$ cat config.mk
export PLATFORM = sky130hd
export DESIGN_NAME = first_match_ip_prefix_filter_unit
export DESIGN_NICKNAME = d
export VERILOG_FILES = /design/src/fmpf_pkg.sv /design/src/fmpf_cell.sv /design/src/first_match_ip_prefix_filter_unit.sv
export VERILOG_INCLUDE_DIRS = /design/src /design/src/src
export SDC_FILE = /design/constraint.sdc
export NUM_CORES = 2
export LEC_CHECK = 0
export BUFFER_PORTS_ARGS = -buffer_cell sky130_fd_sc_hd__clkbuf_2
export CORE_UTILIZATION = 56
export DETAILED_ROUTE_END_ITERATION = 10
export PLACE_DENSITY = 0.8
export SYNTH_ARGS = -nofsm -noshare
export SYNTH_HDL_FRONTEND = slang
export SYNTH_SLANG_ARGS = --single-unit
$ cat constraint.sdc
create_clock -name i_clk -period 49.7 [get_ports i_clk]
set_input_delay 2.485 -clock i_clk [delete_from_list [all_inputs] [get_ports i_clk]]
set_output_delay 2.485 -clock i_clk [all_outputs]
set_load 0.02 [all_outputs]
$ cat src/first_match_ip_prefix_filter_unit_assert.svh
// Assertion macros used by the top-level filter unit.
// Standalone header; the users supply clock, reset and expressions.
`ifndef FIRST_MATCH_IP_PREFIX_FILTER_UNIT_ASSERT_SVH
`define FIRST_MATCH_IP_PREFIX_FILTER_UNIT_ASSERT_SVH

// Same-cycle implication, disabled while reset is asserted.
`define FMPF_ASSERT_IMP(label, clk, rst_n, ante, cons) \
    label: assert property (@(posedge clk) disable iff (!(rst_n)) (ante) |-> (cons)) \
        else $error("fmpf: same-cycle check failed");

// Next-cycle implication, disabled while reset is asserted.
`define FMPF_ASSERT_NXT(label, clk, rst_n, ante, cons) \
    label: assert property (@(posedge clk) disable iff (!(rst_n)) (ante) |=> (cons)) \
        else $error("fmpf: next-cycle check failed");

`endif

$ cat src/fmpf_pkg.sv
// Package for the first-match IPv4 prefix filter: codes, widths and word types.
// Used by fmpf_cell and first_match_ip_prefix_filter_unit; depends on nothing.
`default_nettype none

package fmpf_pkg;

    localparam int unsigned DEF_ENTRIES = 16;
    localparam int unsigned MAX_ENTRIES = 1024;
    localparam int unsigned ADDR_W      = 32;
    localparam int unsigned PLEN_W      = 6;
    localparam int unsigned OUT_IDX_W   = 4;
    // Internal index and count widths cover the largest supported table.
    localparam int unsigned IDX_W       = $clog2(MAX_ENTRIES);
    localparam int unsigned CNT_W       = $clog2(MAX_ENTRIES + 1);

    typedef enum logic {
        REQ_LOOKUP = 1'b0,
        REQ_APPEND = 1'b1
    } t_req;

    typedef enum logic [1:0] {
        ST_OK         = 2'd0,
        ST_BAD_PREFIX = 2'd1,
        ST_FULL       = 2'd2
    } t_status;

    typedef struct packed {
        t_req              req_type;
        logic [ADDR_W-1:0] address;
        logic [PLEN_W-1:0] prefix_len;
        logic              new_mode;
    } t_in_word;

    typedef struct packed {
        logic                 allowed;
        logic                 matched;
        logic [OUT_IDX_W-1:0] match_index;
        t_status              status;
    } t_out_word;

    // Word that travels down the chain of cells, one cell per cycle while the chain advances.
    typedef struct packed {
        logic              valid;
        t_req              req;
        logic [ADDR_W-1:0] address;
        logic [ADDR_W-1:0] mask;
        logic              mode;
        logic [CNT_W-1:0]  count;
        t_status           status;
        logic              found;
        logic              allow;
        logic [IDX_W-1:0]  index;
    } t_cell_word;

endpackage

`default_nettype wire

$ cat src/fmpf_cell.sv
// One filter cell: holds a single table entry, stores an append aimed at it and checks a passing lookup against it.
// Depends on fmpf_pkg.
`default_nettype none

module fmpf_cell
    import fmpf_pkg::*;
#(
    parameter int unsigned INDEX = 0
) (
    input  wire logic       i_clk,
    input  wire logic       i_rst_n,
    input  wire logic       i_advance,
    input  wire t_cell_word i_word,
    output t_cell_word      o_word
);

    logic [ADDR_W-1:0] r_value;
    logic [ADDR_W-1:0] r_mask;
    logic              r_allow;
    logic              r_valid;
    t_cell_word        r_word;
    t_cell_word        n_word;
    logic              n_write;
    logic              n_hit;

    // The word carries the table size seen when it was accepted, so a lookup
    // sees exactly the appends that came before it.
    assign n_write = i_word.valid && (i_word.req == REQ_APPEND) &&
                     (i_word.status == ST_OK) && (i_word.count == CNT_W'(INDEX));

    assign n_hit = i_word.valid && (i_word.req == REQ_LOOKUP) && !i_word.found &&
                   (CNT_W'(INDEX) < i_word.count) &&
                   ((i_word.address & r_mask) == r_value);

    always_comb begin
        n_word = i_word;
        if (n_hit) begin
            n_word.found = 1'b1;
            n_word.allow = r_allow;
            n_word.index = IDX_W'(INDEX);
        end
    end

    always_ff @(posedge i_clk) begin
        if (!i_rst_n) begin
            r_valid <= 1'b0;
        end else if (i_advance) begin
            r_valid <= i_word.valid;
        end
    end

    always_ff @(posedge i_clk) begin
        if (i_advance) begin
            r_word <= n_word;
        end
        if (i_advance && n_write) begin
            r_value <= i_word.address;
            r_mask  <= i_word.mask;
            r_allow <= i_word.mode;
        end
    end

    always_comb begin
        o_word       = r_word;
        o_word.valid = r_valid;
    end

endmodule

`default_nettype wire

$ cat src/first_match_ip_prefix_filter_unit.sv
// A word moves one cell per advance of the chain; the last cell yields its result.
// Throughput: one word per cycle unless stalled; the chain length sets the latency.
// A stalled result holds the whole chain, and the input stalls with it.
// Reset empties the table (count zero) and clears every in-flight valid bit.
// Depends on fmpf_pkg, fmpf_cell and first_match_ip_prefix_filter_unit_assert.svh.
`default_nettype none

`include "first_match_ip_prefix_filter_unit_assert.svh"

module first_match_ip_prefix_filter_unit
    import fmpf_pkg::*;
#(
    parameter int unsigned ENTRIES = DEF_ENTRIES
) (
    input  wire logic      i_clk,
    input  wire logic      i_rst_n,
    input  wire logic      i_in_valid,
    output logic           o_in_stall,
    input  wire t_in_word  i_in_word,
    output logic           o_out_valid,
    input  wire logic      i_out_stall,
    output t_out_word      o_out_word
);

    logic [CNT_W-1:0]  r_count;
    logic [CNT_W-1:0]  n_count;
    logic              n_advance;
    logic              n_accept;
    logic [ADDR_W-1:0] n_mask;
    t_status           n_status;
    t_cell_word        w_chain [ENTRIES+1];

    assign n_advance = !w_chain[ENTRIES].valid || !i_out_stall;
    assign o_in_stall = !n_advance;
    assign n_accept   = i_in_valid && n_advance;

    // Leading-ones mask; a shift by the full width yields zero, so 32 gives all ones.
    assign n_mask = ~({ADDR_W{1'b1}} >> i_in_word.prefix_len);

    always_comb begin
        n_status = ST_OK;
        if (i_in_word.req_type == REQ_APPEND) begin
            if (i_in_word.prefix_len > PLEN_W'(ADDR_W)) begin
                n_status = ST_BAD_PREFIX;
            end else if (r_count >= CNT_W'(ENTRIES)) begin
                n_status = ST_FULL;
            end
        end
    end

    always_comb begin
        n_count = r_count;
        if (n_accept && (i_in_word.req_type == REQ_APPEND) && (n_status == ST_OK)) begin
            n_count = r_count + CNT_W'(1);
        end
    end

    always_ff @(posedge i_clk) begin
        if (!i_rst_n) begin
            r_count <= '0;
        end else begin
            r_count <= n_count;
        end
    end

    always_comb begin
        w_chain[0]         = '0;
        w_chain[0].valid   = i_in_valid;
        w_chain[0].req     = i_in_word.req_type;
        w_chain[0].address = i_in_word.address & n_mask;
        w_chain[0].mask    = n_mask;
        w_chain[0].mode    = i_in_word.new_mode;
        w_chain[0].count   = r_count;
        w_chain[0].status  = n_status;
        // A lookup compares the raw address against each stored entry.
        if (i_in_word.req_type == REQ_LOOKUP) begin
            w_chain[0].address = i_in_word.address;
        end
    end

    for (genvar g = 0; g < ENTRIES; g++) begin : g_cell
        fmpf_cell #(
            .INDEX (g)
        ) u_cell (
            .i_clk     (i_clk),
            .i_rst_n   (i_rst_n),
            .i_advance (n_advance),
            .i_word    (w_chain[g]),
            .o_word    (w_chain[g+1])
        );
    end

    assign o_out_valid             = w_chain[ENTRIES].valid;
    assign o_out_word.allowed      = w_chain[ENTRIES].found && w_chain[ENTRIES].allow;
    assign o_out_word.matched      = w_chain[ENTRIES].found;
    assign o_out_word.match_index  = w_chain[ENTRIES].index[OUT_IDX_W-1:0];
    assign o_out_word.status       = w_chain[ENTRIES].status;

    `FMPF_ASSERT_IMP(a_count_range, i_clk, i_rst_n, 1'b1, r_count <= CNT_W'(ENTRIES))
    `FMPF_ASSERT_NXT(a_count_step, i_clk, i_rst_n, n_accept && (i_in_word.req_type == REQ_APPEND) && (n_status == ST_OK), r_count == $past(r_count) + CNT_W'(1))
    `FMPF_ASSERT_IMP(a_deny_default, i_clk, i_rst_n, o_out_valid && !o_out_word.matched, !o_out_word.allowed && (o_out_word.match_index == '0))
    `FMPF_ASSERT_IMP(a_hold_on_stall, i_clk, i_rst_n, o_out_valid && i_out_stall, o_in_stall)

endmodule

`default_nettype wire
==> out/metrics.yaml <==
r2r_slack_ps: 44500
p_per_area_nw_per_um2: 42.7
synthArstFlopShare_pct: 0
clockRootBuffer: "clkbuf_16"
worstPathMaxFanout: 85
max_freq_ghz: 0.150
hold_viol_final: 0
cts_tree: "built"
drtIter0Drc: 2695
criticalPathCategory: "in2reg"
drc: 0
hold_class: "reg2reg"
die_x_um: 381
synth-edff-count: 2308
wirelength_um: 146000
relSlewSlack_pct: 30.0
grt-ovfl-total: 0
grt_usage_pct: 20.1
rsz0062_at_grt: "false"
slowest_delay_ps: 950
required_ps: 50110
final_util_pct: 63.1
drive_gt1_share_pct: 9.39
ys_seq_elements: 2335
clock_skew_ps: 38.2
yosys_warnings: 0
cts_hold_buf: 0
clk_pin_slew_worst_paths_ps: 60
clock_path_buffers: 3
ir_worst_vdd_v: 0.0000314
grt_use_met2_pct: 38.4
slew_viol_final: 0
firstDrtPassIters: 5
synth_fp_nets: 4087
seq_area_frac_synth_pct: 87.0
cp-start-kind: "input pin"
vias: 34800
die_y_um: 381
status: "completed"
finalCriticalPeriod_ps: 6660
grt_max_degree: 161
n_antenna_cell: 0
grt_pass1_wl_um: 216000
io_pins: 54
hpwlAfterDp_um: 94300
post_cts_buffers: 0
place.gp.congestion: 0.872
pre_cts_ws_ps: 42280
die-area_um2: 145000
antenna_found_initial: 0
met3_usage_pct: 2.91
clk_latency_ps: 810
path_cells: "clkbuf_2, nand2_4, buf_4, buf_4, buf_4, buf_4, buf_4"
drv_cap: 0
busiest_layer: "met2"
ant_nets: 0
cts_buffers: 206
synth_area_um2: 80300
path_buf_inv: 6
row_count: 138
finalNetCount: 4356
clock-sinks: 2335
power_mw: 3.83
p_leak_nw: 30.3
crit_path_end_kind: "flip-flop"
synthCells: 4041
crit_path_top_delay_cell: "buf_4"
crit_top_cell: "buf_4"
tightest_slew_ps: 1050
synth_area_per_cell_um2: 19.9
avgViaCountPerCell: 5.47
syn_to_final_growth_pct: 11.6
coreArea_um2: 142000
start_util_pct: 56.5
setup_violations: 0
synth_cell_types: 66
wl_per_cell_um: 22.9
cp.arrival_ps: 7070
post-route-period-util_pct: 13.4
tns_ps: 0
cts.repair.resized: 0
io_buffers: 53
grtUsageMet1_pct: 20.9
synth-main-ff-cell: "edfxtp_1"
path_delay_family: "buffers and inverters"
grt_pass1_vias: 36500
fin_ws_ps: 43040
htree_num_levels: 4
[registers in the layout (all words and copies together), names as in the netlist]
name	cells
g_cell.u_cell.r_valid	16
g_cell.u_cell.r_value	512
g_cell.u_cell.o_word	1268
g_cell.u_cell.r_allow	16
g_cell.u_cell.r_mask	512
r_count	11
[Yosys cell counts (all sizes together), types with 5 or more instances]
cell type | n | area share (%)
edfxtp | 2308 | 86
nand2 | 582 | 2.7
xor2 | 249 | 2.7
xnor2 | 196 | 2.1
nand4 | 89 | 0.69
nor4 | 83 | 0.65
nand2b | 52 | 0.41
nor3 | 49 | 0.31
nand3 | 41 | 0.26
nor2 | 36 | 0.17
a21boi | 35 | 0.33
and2 | 28 | 0.22
dfxtp | 27 | 0.67
a21oi | 19 | 0.12
buf | 18 | 0.13
o21ai | 18 | 0.11
mux2 | 15 | 0.21
o22ai | 15 | 0.12
inv | 13 | 0.061
a211oi | 12 | 0.11
clkbuf | 12 | 0.056
nor2b | 11 | 0.086
a21o | 9 | 0.084
a2111oi | 8 | 0.087
a22oi | 8 | 0.075
o211ai | 8 | 0.075
or4 | 8 | 0.075
nor4b | 7 | 0.092
or2 | 7 | 0.055
a31oi | 6 | 0.047
o21a | 6 | 0.056
nand3b | 5 | 0.047
[where the power goes]
| part | internal (mW) | switching (mW) |
|---|---|---|
| Combinational | 0.0151 | 0.0287 |
| Clock | 0.856 | 0.668 |
| Sequential | 2.22 | 0.0418 |
| Total | 3.09 | 0.739 |
[through the flow]
stage	cells	hold slack [ps]	instance area, um^2
after floorplan	4041	400	80300
final	6365	416	89600
after detailed placement	5992	405	83100
after CTS	6365	418	89600
after global routing	6365	425	89600
after global placement	5992	401	83100
[layout by cell type (no fill, tap or decap), drive strengths merged, types with 36 or more instances in the layout]
| master | count |
|---|---|
| edfxtp | 2308 |
| nand2 | 582 |
| clkbuf | 308 |
| xor2 | 249 |
| xnor2 | 196 |
| clkinv | 92 |
| nand4 | 89 |
| nor4 | 83 |
| nand2b | 52 |
| nor3 | 49 |
| nand3 | 41 |
| buf | 38 |
| nor2 | 36 |
[area by class of cell]
type	instances	area, um^2
Sequential cell	2335	69800
Fill cell	8787	52300
Multi-Input combinational cell	1663	10300
Clock buffer	255	5470
Tap cell	1890	2360
Clock inverter	118	985
Timing Repair Buffer	91	563
Inverter	13	48.8
[final timing paths]
path | startpoint | end | depth (start not counted)
worst max register to register | g_cell[15].u_cell.r_valid | g_cell[2].u_cell.o_word[42] | 6
worst min-delay path | g_cell[14].u_cell.o_word[41] | g_cell[15].u_cell.r_mask[15] | 0
worst min register to register | g_cell[14].u_cell.o_word[41] | g_cell[15].u_cell.r_mask[15] | 0
worst max-delay path | i_out_stall | g_cell[2].u_cell.o_word[42] | 7
[cell families (layout without fill, tap and decap cells)]
logic type                 after synthesis  count (layout)  synth area share (%)
and+or+nand+nor                       1021            1021                  6.02
buffers and inverters                   43             477                 0.243
AOI/OAI and AO/OA                      179             179                  1.60
adders and majority gates                2               2                0.0312
DFF                                   2335            2335                  87.0
xor gates and xnor gates               445             445                  4.86
muxes                                   16              16                 0.223
[per-layer routing]
layer | wire (um) | vias to the layer above
met5 | 0 | -
met4 | 7940 | 0
met3 | 5010 | 301
met2 | 81800 | 944
met1 | 50800 | 17600
li1 | - | 16000
No activity file was read; power rests on OpenSTA's default activity.
